**src/sv/pngenc_pkg.sv**
```systemverilog
`default_nettype none
package pngenc_pkg;

  localparam logic [31:0] CrcPoly  = 32'hEDB88320;
  localparam logic [31:0] CrcInit  = 32'hFFFFFFFF;
  localparam logic [16:0] AdlerMod = 17'd65521;
  localparam logic [15:0] BlockMax = 16'hFFFF;

  typedef struct packed {
    logic [31:0] pixel;
    logic        kind;
  } in_word_t;

  typedef struct packed {
    logic [7:0] out_byte;
    logic       last_of_run;
    logic       end_of_image;
  } out_word_t;

  typedef enum logic {
    CMD_START = 1'b0,
    CMD_PIXEL = 1'b1
  } cmd_kind_e;

  typedef struct packed {
    cmd_kind_e   kind;
    logic [31:0] pixel;
  } cmd_t;

  // One byte through the reflected CRC-32 register.
  function automatic logic [31:0] crc_byte(input logic [31:0] crc, input logic [7:0] b);
    logic [31:0] c;
    c = crc ^ {24'h0, b};
    for (int k = 0; k < 8; k++) begin
      c = c[0] ? ((c >> 1) ^ CrcPoly) : (c >> 1);
    end
    return c;
  endfunction

endpackage
`default_nettype wire

```
**src/sv/pngenc_front.sv**
```systemverilog
`default_nettype none
module pngenc_front (
  input  wire                  clk_i,
  input  wire                  rst_ni,
  input  wire                  push,
  output logic                 full,
  input  pngenc_pkg::in_word_t in_word_i,
  output logic                 cmd_valid_o,
  output pngenc_pkg::cmd_t     cmd_o,
  input  wire                  cmd_take_i
);
  import pngenc_pkg::*;

  // two-entry command queue
  cmd_t       mem_q [2];
  logic       wptr_q, rptr_q;
  logic [1:0] cnt_q;
  logic       wr, rd;
  cmd_t       cmd_new;

  assign full        = (cnt_q == 2'd2);
  assign cmd_valid_o = (cnt_q != 2'd0);
  assign cmd_o       = mem_q[rptr_q];
  assign wr          = push && !full;
  assign rd          = cmd_take_i && cmd_valid_o;

  always_comb begin
    cmd_new.pixel = in_word_i.pixel;
    cmd_new.kind  = in_word_i.kind ? CMD_PIXEL : CMD_START;
  end

  always_ff @(posedge clk_i) begin
    if (wr) begin
      mem_q[wptr_q] <= cmd_new;
    end
  end

  always_ff @(posedge clk_i or negedge rst_ni) begin
    if (!rst_ni) begin
      wptr_q <= 1'b0;
      rptr_q <= 1'b0;
      cnt_q  <= 2'd0;
    end else begin
      if (wr) wptr_q <= ~wptr_q;
      if (rd) rptr_q <= ~rptr_q;
      cnt_q <= cnt_q + {1'b0, wr} - {1'b0, rd};
    end
  end

endmodule
`default_nettype wire

```
**src/sv/pngenc_back.sv**
```systemverilog
`default_nettype none
module pngenc_back #(
  parameter int MAX_WIDTH  = 4096,
  parameter int MAX_HEIGHT = 4096
) (
  input  wire                   clk_i,
  input  wire                   rst_ni,
  input  wire  [12:0]           image_width_i,
  input  wire  [12:0]           image_height_i,
  input  wire                   cmd_valid_i,
  input  pngenc_pkg::cmd_t      cmd_i,
  output logic                  cmd_take_o,
  output logic                  empty,
  input  wire                   pop,
  output pngenc_pkg::out_word_t out_word_o
);
  import pngenc_pkg::*;

  typedef enum logic [2:0] {
    ST_IDLE, ST_MUL, ST_DIV, ST_LEN, ST_HDR, ST_DATA, ST_BLK, ST_END
  } state_e;

  state_e      state_q, state_d;
  logic [5:0]  idx_q, idx_d;
  logic [2:0]  j_q, j_d;
  logic [31:0] pix_q, pix_d;
  logic [15:0] fw_q, fw_d, fh_q, fh_d;
  logic [31:0] total_q, total_d;
  logic [16:0] blocks_q, blocks_d;
  logic [31:0] idat_q, idat_d;
  logic [31:0] crc_q, crc_d;
  logic [15:0] lo_q, lo_d, hi_q, hi_d;
  logic [15:0] col_q, col_d;
  logic [15:0] blk_q, blk_d;
  logic [31:0] strm_q, strm_d;
  logic        act_q, act_d;
  logic        oval_q, oval_d;
  out_word_t   ow_q, ow_d;

  logic        out_free;
  logic [7:0]  hb, db, bb, eb;
  logic        fin;
  logic [15:0] blen;
  logic [32:0] dx;
  logic [16:0] q0, q1, q2;
  logic [17:0] r0, r1;
  logic [16:0] lo_sum, hi_sum;
  logic [15:0] lo_n, hi_n;
  logic [16:0] col_inc;
  logic [31:0] nc;

  assign out_free   = !oval_q || pop;
  assign empty      = !oval_q;
  assign out_word_o = ow_q;
  assign nc         = ~crc_q;

  // start header bytes
  always_comb begin
    case (idx_q)
      6'd0: hb = 8'h89;  6'd1: hb = 8'h50;  6'd2: hb = 8'h4E;  6'd3: hb = 8'h47;
      6'd4: hb = 8'h0D;  6'd5: hb = 8'h0A;  6'd6: hb = 8'h1A;  6'd7: hb = 8'h0A;
      6'd11: hb = 8'h0D;
      6'd12: hb = 8'h49; 6'd13: hb = 8'h48; 6'd14: hb = 8'h44; 6'd15: hb = 8'h52;
      6'd18: hb = fw_q[15:8]; 6'd19: hb = fw_q[7:0];
      6'd22: hb = fh_q[15:8]; 6'd23: hb = fh_q[7:0];
      6'd24: hb = 8'h08; 6'd25: hb = 8'h06;
      6'd29: hb = nc[31:24]; 6'd30: hb = nc[23:16]; 6'd31: hb = nc[15:8]; 6'd32: hb = nc[7:0];
      6'd33: hb = idat_q[31:24]; 6'd34: hb = idat_q[23:16];
      6'd35: hb = idat_q[15:8];  6'd36: hb = idat_q[7:0];
      6'd37: hb = 8'h49; 6'd38: hb = 8'h44; 6'd39: hb = 8'h41; 6'd40: hb = 8'h54;
      6'd41: hb = 8'h78; 6'd42: hb = 8'h01;
      default: hb = 8'h00;
    endcase
  end

  // filter byte then R,G,B,A
  always_comb begin
    case (j_q)
      3'd1: db = pix_q[7:0];
      3'd2: db = pix_q[15:8];
      3'd3: db = pix_q[23:16];
      3'd4: db = pix_q[31:24];
      default: db = 8'h00;
    endcase
  end

  // stored block header
  assign fin  = (strm_q <= {16'h0, BlockMax});
  assign blen = fin ? strm_q[15:0] : BlockMax;
  always_comb begin
    case (idx_q)
      6'd0: bb = {7'h0, fin};
      6'd1: bb = blen[7:0];
      6'd2: bb = blen[15:8];
      6'd3: bb = ~blen[7:0];
      default: bb = ~blen[15:8];
    endcase
  end

  // trailer: Adler-32, IDAT CRC, IEND chunk
  always_comb begin
    case (idx_q)
      6'd0: eb = hi_q[15:8]; 6'd1: eb = hi_q[7:0];
      6'd2: eb = lo_q[15:8]; 6'd3: eb = lo_q[7:0];
      6'd4: eb = nc[31:24];  6'd5: eb = nc[23:16]; 6'd6: eb = nc[15:8]; 6'd7: eb = nc[7:0];
      6'd12: eb = 8'h49; 6'd13: eb = 8'h45; 6'd14: eb = 8'h4E; 6'd15: eb = 8'h44;
      6'd16: eb = nc[31:24]; 6'd17: eb = nc[23:16]; 6'd18: eb = nc[15:8]; 6'd19: eb = nc[7:0];
      default: eb = 8'h00;
    endcase
  end

  // ceil(total / 65535) by folding the upper half
  always_comb begin
    dx = {1'b0, total_q} + 33'd65534;
    q0 = dx[32:16];
    r0 = 18'(dx[15:0]) + 18'(q0);
    q1 = q0; r1 = r0;
    if (r0 >= 18'd65535) begin
      q1 = q0 + 17'd1;
      r1 = r0 - 18'd65535;
    end
    q2 = (r1 >= 18'd65535) ? q1 + 17'd1 : q1;
  end

  // Adler-32 step on the current data byte
  always_comb begin
    lo_sum = {1'b0, lo_q} + {9'h0, db};
    lo_n   = (lo_sum >= AdlerMod) ? 16'(lo_sum - AdlerMod) : lo_sum[15:0];
    hi_sum = {1'b0, hi_q} + {1'b0, lo_n};
    hi_n   = (hi_sum >= AdlerMod) ? 16'(hi_sum - AdlerMod) : hi_sum[15:0];
  end

  assign col_inc = {1'b0, col_q} + 17'd1;

  always_comb begin
    state_d = state_q; idx_d = idx_q; j_d = j_q; pix_d = pix_q;
    fw_d = fw_q; fh_d = fh_q; total_d = total_q; blocks_d = blocks_q; idat_d = idat_q;
    crc_d = crc_q; lo_d = lo_q; hi_d = hi_q; col_d = col_q; blk_d = blk_q;
    strm_d = strm_q; act_d = act_q;
    oval_d = oval_q && !pop; ow_d = ow_q;
    cmd_take_o = 1'b0;

    case (state_q)
      ST_IDLE: begin
        if (cmd_valid_i) begin
          cmd_take_o = 1'b1;
          if (cmd_i.kind == CMD_START) begin
            if (image_width_i == 13'd0) fw_d = 16'd1;
            else if ({4'h0, image_width_i} > 17'(MAX_WIDTH)) fw_d = 16'(MAX_WIDTH);
            else fw_d = {3'h0, image_width_i};
            if (image_height_i == 13'd0) fh_d = 16'd1;
            else if ({4'h0, image_height_i} > 17'(MAX_HEIGHT)) fh_d = 16'(MAX_HEIGHT);
            else fh_d = {3'h0, image_height_i};
            state_d = ST_MUL;
          end else if (act_q) begin
            pix_d   = cmd_i.pixel;
            j_d     = (col_q == 16'd0) ? 3'd0 : 3'd1;
            state_d = ST_DATA;
          end
        end
      end
      ST_MUL: begin
        total_d = {16'h0, fh_q} * ({14'h0, fw_q, 2'b00} + 32'd1);
        state_d = ST_DIV;
      end
      ST_DIV: begin
        blocks_d = q2;
        state_d  = ST_LEN;
      end
      ST_LEN: begin
        idat_d  = 32'd6 + total_q + {13'h0, blocks_q, 2'b00} + {15'h0, blocks_q};
        idx_d   = 6'd0;
        state_d = ST_HDR;
      end
      ST_HDR: begin
        if (out_free) begin
          oval_d = 1'b1;
          ow_d   = '{out_byte: hb, last_of_run: (idx_q == 6'd42), end_of_image: 1'b0};
          if (idx_q == 6'd12 || idx_q == 6'd37) crc_d = crc_byte(CrcInit, hb);
          else if ((idx_q > 6'd12 && idx_q <= 6'd28) || idx_q > 6'd37)
            crc_d = crc_byte(crc_q, hb);
          idx_d = idx_q + 6'd1;
          if (idx_q == 6'd42) begin
            lo_d = 16'd1; hi_d = 16'd0; col_d = 16'd0; blk_d = 16'd0;
            strm_d = total_q; act_d = 1'b1;
            state_d = ST_IDLE;
          end
        end
      end
      ST_DATA: begin
        if (blk_q == 16'd0) begin
          idx_d   = 6'd0;
          state_d = ST_BLK;
        end else if (out_free) begin
          oval_d = 1'b1;
          ow_d   = '{out_byte: db,
                     last_of_run: (j_q == 3'd4) && (strm_q != 32'd1),
                     end_of_image: 1'b0};
          crc_d  = crc_byte(crc_q, db);
          lo_d   = lo_n;
          hi_d   = hi_n;
          blk_d  = blk_q - 16'd1;
          strm_d = strm_q - 32'd1;
          j_d    = j_q + 3'd1;
          if (j_q == 3'd4) begin
            col_d = (col_inc >= {1'b0, fw_q}) ? 16'd0 : col_inc[15:0];
            idx_d = 6'd0;
            state_d = (strm_q == 32'd1) ? ST_END : ST_IDLE;
          end
        end
      end
      ST_BLK: begin
        if (out_free) begin
          oval_d = 1'b1;
          ow_d   = '{out_byte: bb, last_of_run: 1'b0, end_of_image: 1'b0};
          crc_d  = crc_byte(crc_q, bb);
          idx_d  = idx_q + 6'd1;
          if (idx_q == 6'd4) begin
            blk_d   = blen;
            state_d = ST_DATA;
          end
        end
      end
      ST_END: begin
        if (out_free) begin
          oval_d = 1'b1;
          ow_d   = '{out_byte: eb, last_of_run: (idx_q == 6'd19),
                     end_of_image: (idx_q == 6'd19)};
          if (idx_q < 6'd4) crc_d = crc_byte(crc_q, eb);
          else if (idx_q == 6'd12) crc_d = crc_byte(CrcInit, eb);
          else if (idx_q > 6'd12 && idx_q < 6'd16) crc_d = crc_byte(crc_q, eb);
          idx_d = idx_q + 6'd1;
          if (idx_q == 6'd19) begin
            act_d   = 1'b0;
            state_d = ST_IDLE;
          end
        end
      end
      default: state_d = ST_IDLE;
    endcase
  end

  always_ff @(posedge clk_i or negedge rst_ni) begin
    if (!rst_ni) begin
      state_q <= ST_IDLE;
      idx_q   <= 6'd0;
      j_q     <= 3'd0;
      crc_q   <= CrcInit;
      lo_q    <= 16'd1;
      hi_q    <= 16'd0;
      col_q   <= 16'd0;
      blk_q   <= 16'd0;
      strm_q  <= 32'd0;
      act_q   <= 1'b0;
      oval_q  <= 1'b0;
      fw_q    <= 16'd1;
      fh_q    <= 16'd1;
    end else begin
      state_q <= state_d;
      idx_q   <= idx_d;
      j_q     <= j_d;
      crc_q   <= crc_d;
      lo_q    <= lo_d;
      hi_q    <= hi_d;
      col_q   <= col_d;
      blk_q   <= blk_d;
      strm_q  <= strm_d;
      act_q   <= act_d;
      oval_q  <= oval_d;
      fw_q    <= fw_d;
      fh_q    <= fh_d;
    end
  end

  always_ff @(posedge clk_i) begin
    pix_q    <= pix_d;
    total_q  <= total_d;
    blocks_q <= blocks_d;
    idat_q   <= idat_d;
    ow_q     <= ow_d;
  end

endmodule
`default_nettype wire

```
**src/sv/png_stored_rgba_encoder_top.sv**
```systemverilog
// PNG encoder for RGBA8 images, stored (uncompressed) DEFLATE blocks.
// Input queue: push a word when full is low. kind 0 opens a frame, kind 1
//   carries one pixel (R in 7:0 ... A in 31:24). Pixels with no open frame
//   are dropped silently.
// Output queue: while empty is low, out_word_o holds the next file byte;
//   pop takes it. last_of_run flags the final byte caused by one input
//   word, end_of_image the final byte of the file.
// Config: APB, image_width at 0x0, image_height at 0x4 (13 bits each),
//   sampled when a frame starts; write only while the block is idle.
// Timing: the output engine sends one byte per cycle while the receiver pops.
//   A start word is dispatched, runs the IDAT length math (multiply, divide
//   and length states) and sends 43 header bytes. A pixel word is dispatched
//   and sends four bytes, plus a row's filter byte, the five-byte header of a
//   new stored block and the 20-byte trailer after the last pixel.
// A two-word queue decouples the input side from the byte engine, and the
//   output register holds the last byte until it is popped.
// When the receiver stalls, the engine holds and the input queue fills.
// Reset empties both queues, closes any frame and sets both dimensions to 1.
`default_nettype none
module png_stored_rgba_encoder_top #(
  parameter int MAX_WIDTH  = 4096,
  parameter int MAX_HEIGHT = 4096
) (
  input  wire                   clk_i,
  input  wire                   rst_ni,
  input  wire                   push,
  output logic                  full,
  input  pngenc_pkg::in_word_t  in_word_i,
  output logic                  empty,
  input  wire                   pop,
  output pngenc_pkg::out_word_t out_word_o,
  input  wire                   psel,
  input  wire                   penable,
  input  wire                   pwrite,
  input  wire  [2:0]            paddr,
  input  wire  [31:0]           pwdata,
  output logic [31:0]           prdata,
  output logic                  pready
);
  import pngenc_pkg::*;

  logic [12:0] width_q, height_q;
  logic        cmd_valid, cmd_take;
  cmd_t        cmd;

  assign pready = 1'b1;
  assign prdata = {19'h0, paddr[2] ? height_q : width_q};

  // register file: address bit 2 picks the register
  always_ff @(posedge clk_i or negedge rst_ni) begin
    if (!rst_ni) begin
      width_q  <= 13'd1;
      height_q <= 13'd1;
    end else if (psel && penable && pwrite && pready) begin
      if (paddr[2]) height_q <= pwdata[12:0];
      else width_q <= pwdata[12:0];
    end
  end

  pngenc_front u_front (
    .clk_i       (clk_i),
    .rst_ni      (rst_ni),
    .push        (push),
    .full        (full),
    .in_word_i   (in_word_i),
    .cmd_valid_o (cmd_valid),
    .cmd_o       (cmd),
    .cmd_take_i  (cmd_take)
  );

  pngenc_back #(
    .MAX_WIDTH  (MAX_WIDTH),
    .MAX_HEIGHT (MAX_HEIGHT)
  ) u_back (
    .clk_i          (clk_i),
    .rst_ni         (rst_ni),
    .image_width_i  (width_q),
    .image_height_i (height_q),
    .cmd_valid_i    (cmd_valid),
    .cmd_i          (cmd),
    .cmd_take_o     (cmd_take),
    .empty          (empty),
    .pop            (pop),
    .out_word_o     (out_word_o)
  );

endmodule
`default_nettype wire
```
**config.mk**
```make
export PLATFORM = sky130hd
export DESIGN_NAME = png_stored_rgba_encoder_top
export DESIGN_NICKNAME = d
export VERILOG_FILES = /design/src/sv/pngenc_pkg.sv /design/src/sv/pngenc_front.sv /design/src/sv/pngenc_back.sv /design/src/sv/png_stored_rgba_encoder_top.sv
export SDC_FILE = /design/constraint.sdc
export NUM_CORES = 2
export LEC_CHECK = 0
export BUFFER_PORTS_ARGS = -buffer_cell sky130_fd_sc_hd__buf_2
export CAP_MARGIN = 10
export CORE_AREA = 10 10 232 256
export DETAILED_ROUTE_END_ITERATION = 16
export DIE_AREA = 0 0 242 266
export PLACE_DENSITY = 0.93
export SETUP_SLACK_MARGIN = 0.5
export SYNTH_ARGS = -nofsm -noshare
export SYNTH_HDL_FRONTEND = slang
export SYNTH_SLANG_ARGS = --single-unit
```
**constraint.sdc**
```tcl
create_clock -name clk_i -period 15.6 [get_ports clk_i]
set_input_delay 3.12 -clock clk_i [delete_from_list [all_inputs] [get_ports clk_i]]
set_output_delay 3.12 -clock clk_i [all_outputs]
set_load 0.02 [all_outputs]
```
Word level (Yosys, flattened, before mapping)
Memories as Yosys holds them, arrays and structs flattened.
Cells that the tools add are included.
Operators by class
  shifts and indexed selects: 0
  eq/ne operators: 66
  bitwise operators: 61
  $add $sub $neg: 20
  multiplexer cells: 144
  divide/modulo/power cells: 0
  reduce and logical (&&, ||, !) cells: 49
  order comparisons: 13
  $mul: 1
Operators by type and width (number)
  $mux 32: 62
  $not 13->14: 48
  $mux 16: 21
  $pmux 8 s29: 1
  $pmux 32 s4: 1
  $xor 32x8->32: 4
  $pmux 16 s2: 3
  $pmux 8 s12: 1
  $eq 6x5->1 const B: 11
  $eq 6x6->1 const B: 11
  $not 8->32: 2
  $pmux 32 s2: 1
  $pmux 8 s4: 2
  $mux 3: 18
  $mux 10: 5
  $pmux 16 s3: 1
  $pmux 10 s4: 1
  $mux 13: 3
  $ge 18x16->1 const B: 2
  $add 17x1->17 const B: 2
  $ge 17x16->1 const B: 2
  $mux 17: 2
  $add 32x16->33 const B: 1
  $add 3x32->32 const A: 1
  69 further kinds: 148
Storage, ports and cells
  bits of input ports: 75
  bits in read-only memories: 0
  memory bits (writable): 66
  memories: 1
  flip-flop bits (word level): 327
  bits in latches: 0
Memory list
  u_front.mem_q: depth 2, bits a word 33, rd ports 1, clocked after Yosys merged registers in 0, write ports 1, RTL line pngenc_front.sv:15  | cmd_t mem_q [2];

Logic depth before layout (Yosys ltp)
  word-level depth: 25
  mapped depth: 36
  gate-level depth less buffers: 35

Hierarchy
A second synthesis with hierarchy kept.
Unflattened totals
  cells, all modules: 3861
  area, all modules: 35738.0 µm²
Modules (own cells, without submodules)
  pngenc_back: cells each 3648, area each 31680.4 µm², times used 1, seq. area each 7851.3 µm²
  pngenc_front: cells each 121, area each 2710.1 µm², times used 1, seq. area each 2082.0 µm²
  png_stored_rgba_encoder_top: cells each 92, area each 1347.5 µm², times used 1, seq. area each 653.1 µm²

Worst setup path after synthesis
OpenSTA, ideal clock, no wires.
  path type: register to register
  start: register u_back.j_q[0]
  end: register u_back.hi_q[6]
  arrival time: 7649 ps
  cell stages (with the launch flop): 29
  clock period less this slack: 7784 ps
  path buffers: 1
  required time: 15466 ps
  setup slack: 7816 ps
  cell sequence: dfrtp_1 ha_1 ha_1 clkbuf_1 a222oi_1 nor2_1 ha_1 fa_1 a21o_1 a21oi_1 o21bai_1 a2111oi_0 nor3_1 a2111oi_0 nor3_1 and2_1 a2111oi_0 nor2_1 ha_1 and3_1 o311a_1 nor3_1 or3_1 a2111oi_0 and3_1 a31oi_1 nor3b_1 xnor2_1 o21ai_0
Between the ends
  word-level cells in the longest chain between the ends: 11
  elaborated cells on any way between the ends: 16
  classes of those cells: add/sub: 4; order compare: 2; eq/ne: 4; mux: 6
Ends and longest elaborated chain
  start: declaration: RTL line pngenc_back.sv:25  | logic [2:0] j_q, j_d;
  start signal: assignment: RTL line pngenc_back.sv:261  | j_q <= j_d;
  $eq 3x3->1 (tied with other cells): RTL line pngenc_back.sv:78  | case (j_q)
  $pmux 8 s4 (*): RTL line pngenc_back.sv:78
  $add 16x8->17 (*): RTL line pngenc_back.sv:127  | lo_sum = {1'b0, lo_q} + {9'h0, db};
  $sub 16x16->16 / $ge 17x16->1 (equally long branches): RTL line pngenc_back.sv:128  | lo_n = (lo_sum >= AdlerMod) ? 16'(lo_sum - AdlerMod) : lo_sum[15:0];
  $mux 16 (*): RTL line pngenc_back.sv:128
  $add 16x16->17 (*): RTL line pngenc_back.sv:129  | hi_sum = {1'b0, hi_q} + {1'b0, lo_n};
  $sub 16x16->16 / $ge 17x16->1 (equally long branches): RTL line pngenc_back.sv:130  | hi_n = (hi_sum >= AdlerMod) ? 16'(hi_sum - AdlerMod) : hi_sum[15:0];
  $mux 16 (*): RTL line pngenc_back.sv:130
  $mux 16 (*): RTL line pngenc_back.sv:194  | end else if (out_free) begin
  $mux 16 (*): RTL line pngenc_back.sv:191  | if (blk_q == 16'd0) begin
  $pmux 16 s2 (*): RTL line pngenc_back.sv:143  | case (state_q)
  end signal: assignment: RTL line pngenc_back.sv:264  | hi_q <= hi_d;
  end: declaration: RTL line pngenc_back.sv:32  | logic [15:0] lo_q, lo_d, hi_q, hi_d;
Mark *: on every way between the ends. The rest lies on a longest branch, timed or not. The select of a mux whose other input is x is not followed.
A chain may end at the register's enable or synchronous reset.

Worst setup path in the final report
  start: register u_back.j_q[0]
  end: register u_back.hi_q[12]
The elaborated chain is that of the path after synthesis.

==> flow_summary_export.csv <==
group,metric,value,unit
drt,first_pass_iters,12,
finish,area_growth,6.78,%
floorplan,die_w,242,um
min_path,holdPathStages,1,
setup_path,crit_top_cell,"ha_1",
synthesis,synthSimpleGateAreaFrac,0.160,
synthesis,synth_compound_area_frac,0.159,
synthesis,synth_top_family_by_area,"adder cells",
place,dp_hpwl,79000,um
grt,grt_max_degree,86,
clock_network,post_cts_buffers,0,
synthesis,synth_edf_count,186,
sta,finalSetupViolCount,0,
grt,overflow,0,
clock_network,cts_tree,"done",
grt,track_usage,0.338,
setup_path,r2r.worst_path.cells,33,
clock_network,htree_num_levels,2,
outcome,status,"complete, no violations",
sta,finalCritPeriodShare,0.649,
min_path,hold_start,"u_back.blk_q[7]",
setup_path,r2r_end,"u_back.hi_q[12]",
floorplan,ioPinCount,120,
synthesis,synth_fa_ha_area_frac,0.168,
clock_network,cts.path.max_buffers,3,
floorplan,dieArea,64400,um^2
setup_path,cp-end-kind,"flip-flop",
synthesis,synth_cell_types,101,
setup_path,r2r_start,"u_back.j_q[0]",
sta,hold_viol,0,
grt,grt_pass1_vias,30900,
sta,rsz0062_at_grt,"false",
clock_network,root_buffer,"clkbuf_16",
clock_network,insertion_delay,0.62,ns
grt,antenna_found_initial,0,
sta,max_freq,98.8,MHz
setup_path,required,16.08,ns
synthesis,avgSynthCellArea,9.18,um^2
floorplan,core_area,54300,um^2
finish,diodes,0,
synthesis,ys_seq_area_frac,0.305,
synthesis,syn_area,34700,um^2
finish,nNetsFinal,4216,
drt,wire_per_inst,24.7,um
drt,dr_total_vias,31100,
place,io_buffers,78,
sta,fin_crit,10.12,ns
job,maxCapViolCount,0,
sta,setup_tns,0,ns
drt,drt-vias-per-instance,6.85,
clock_network,cts_buffers,41,
synthesis,synth_xor_area_frac,0.122,
clock_network,ctsHoldBuffers,0,
synthesis,ys_async_sr_fraction,0.516,
drt,ant_nets,0,
floorplan,core.rowCount,90,
synthesis,ys_ff_latch,384,
setup_path,crit_fanout,10,
setup_path,slowest_stage,"a2111oi_0",
min_path,holdCritPathClass,"reg2reg",
synthesis,ys.flop_type,"edfxtp_1",
place,dp.cells,4460,
drt,drt-initial-drc-count,4864,
floorplan,start_util,0.640,
floorplan,die_h,266,um
place,place_congestion,1.05,
drt,wirelength,112000,um
sta,maxSlewViolCount,0,
sta,finClkSkew,0.0409,ns
synthesis,ys_warn_count,0,
min_path,min_to,"u_back.blk_q[7]",
clock_network,clk_pin_slew_worst_paths,0.06,ns
setup_path,cp.arrival,10.60,ns
setup_path,reg2reg_slack,5.48,ns
clock_network,post_cts_resized,0,
setup_path,max_stage_delay,0.80,ns
setup_path,critPathLaunchType,"flip-flop",
clock_network,clock-sinks,384,
sta,relSlewSlack,0.146,
grt,grt_pass1_wl,174000,um
drt,drcViolationCount,0,
synthesis,synthMuxAreaShare,0.0289,
finish,drive_gt1_frac,0.0955,
synthesis,synthCells,3784,
sta,worst_pin_slew,1.28,ns
setup_path,criticalPathCategory,"reg2reg",
finish,final_cells,4536,
## cells in the final DEF, fill, tap and decap left out, types with 15 or more instances in the layout
cell type	n
conb_1	22
nor2b_1	26
buf_4	53
a211oi_1	28
o31ai_1	22
o21ai_0	191
mux2i_1	16
inv_1	288
a31oi_1	30
mux2_2	75
a222oi_1	15
and2_1	89
nor2_1	234
dfrtp_1	161
edfxtp_1	186
a21oi_1	189
or4_1	21
a22o_1	48
or3_1	36
nor4_1	49
fa_1	150
xor2_1	139
a22oi_1	18
buf_2	77
nor3_1	86
o211ai_1	23
o22ai_1	38
a21o_1	36
nand2b_1	35
nand2_1	350
nand4_1	28
nand3_1	73
xnor2_1	323
ha_1	224
o32ai_1	16
and3_1	25
clkbuf_16	42
o221ai_1	18
dfstp_2	37
## flip-flops by register name, indices dropped and copies added, names as in the netlist
register and count:
u_back.col_q 16, height_q 13, u_back.j_q 3, u_front.wptr_q 1
width_q 13, u_back.act_q 1, u_back.lo_q 16, u_back.idx_q 6
u_back.strm_q 32, u_back.idat_q 31, u_back.oval_q 1, u_front.mem_q 66
u_back.hi_q 16, u_back.fw_q 13, u_back.blk_q 16, u_back.out_word_o 10
u_back.pix_q 32, u_back.fh_q 13, u_back.state_q 3, u_front.cnt_q 2
u_front.rptr_q 1, u_back.total_q 30, u_back.blocks_q 17, u_back.crc_q 32
## worst max-delay path: cells and delay by family, from the launching register on
kind / cells / cell delay (ns)
compound gates: 12 / 4.59
xor+xnor: 4 / 1.04
fa+ha+maj: 5 / 1.54
buf+inv: 2 / 0.22
flops: 1 / 0.43
simple gates: 10 / 2.17
## cell families (layout without fill, tap and decap cells)
family | count (synthesis) | after routing
other | 2 | 22
flip-flops | 384 | 384
adder cells (fa/ha/maj) | 377 | 377
multiplexers | 91 | 91
buffers and inverters | 500 | 496
AO/OA/AOI/OAI | 833 | 833
AND/OR/NAND/NOR | 1124 | 1124
XOR/XNOR | 473 | 473
## worst max path at each step
| stage | to | slack, ns | depth (start not counted) | start |
|---|---|---|---|---|
| finish | u_back.hi_q[12] | 5.48 | 33 | u_back.j_q[0] |
| global route | u_back.hi_q[12] | 4.53 | 32 | u_back.j_q[0] |
| CTS | u_back.hi_q[12] | 6.08 | 31 | u_back.j_q[0] |
| detailed placement | u_back.hi_q[12] | 6.19 | 32 | u_back.j_q[0] |
| global placement | u_back.hi_q[12] | 6.49 | 30 | u_back.j_q[0] |
| floorplan | u_back.hi_q[6] | 7.82 | 28 | u_back.j_q[0] |
## final cells by class
cell class	instances	area, um^2
flip-flops and latches	384	10600
clock buffers	56	1150
inverters	289	1080
clock inverters	20	246
repair buffers	131	797
fillers	3919	17200
well taps	736	921
multi-input cells	2920	22300
## synth_stat cells, types with 21 or more instances
master | instances | share of area
a211oi_1 | 28 | 0.0061
a21o_1 | 36 | 0.0078
a21oi_1 | 190 | 0.027
a22o_1 | 48 | 0.012
a31oi_1 | 30 | 0.0054
and2_1 | 89 | 0.016
and3_1 | 25 | 0.0045
clkbuf_1 | 160 | 0.017
dfrtp_1 | 161 | 0.12
dfstp_2 | 37 | 0.028
edfxtp_1 | 186 | 0.16
fa_1 | 150 | 0.086
ha_1 | 224 | 0.081
inv_1 | 288 | 0.031
mux2_2 | 75 | 0.024
nand2_1 | 350 | 0.038
nand2b_1 | 35 | 0.0063
nand3_1 | 73 | 0.011
nand4_1 | 28 | 0.0050
nor2_1 | 238 | 0.026
nor2b_1 | 26 | 0.0047
nor3_1 | 87 | 0.013
nor4_1 | 49 | 0.0088
o211ai_1 | 23 | 0.0050
o21ai_0 | 192 | 0.028
o22ai_1 | 39 | 0.0070
o31ai_1 | 22 | 0.0048
or3_1 | 36 | 0.0065
or4_1 | 21 | 0.0045
xnor2_1 | 323 | 0.081
xor2_1 | 139 | 0.035
## through the flow
stage / util / cell area (um^2) / setup slack, ns / hold slack (ns)
4_1_cts: 0.683 / 37100 / 6.08 / 0.496
5_1_grt: 0.683 / 37100 / 4.53 / 0.524
3_3_place_gp: 0.658 / 35700 / 6.49 / 0.474
6_report: 0.683 / 37100 / 5.48 / 0.497
2_1_floorplan: - / 34800 / 7.82 / 0.458
3_5_place_dp: 0.658 / 35700 / 6.19 / 0.478
## metal layers
layer,vias up,GRT usage,routed length [um]
met1,14700,0.401,38400
met4,0,0.236,9300
li1,13300,-,-
met5,-,0,0
met2,2335,0.530,49900
met3,716,0.0920,14300
Power is not shown: default switching activity piles up to over one toggle a cycle in this logic, so the estimate is an artifact.
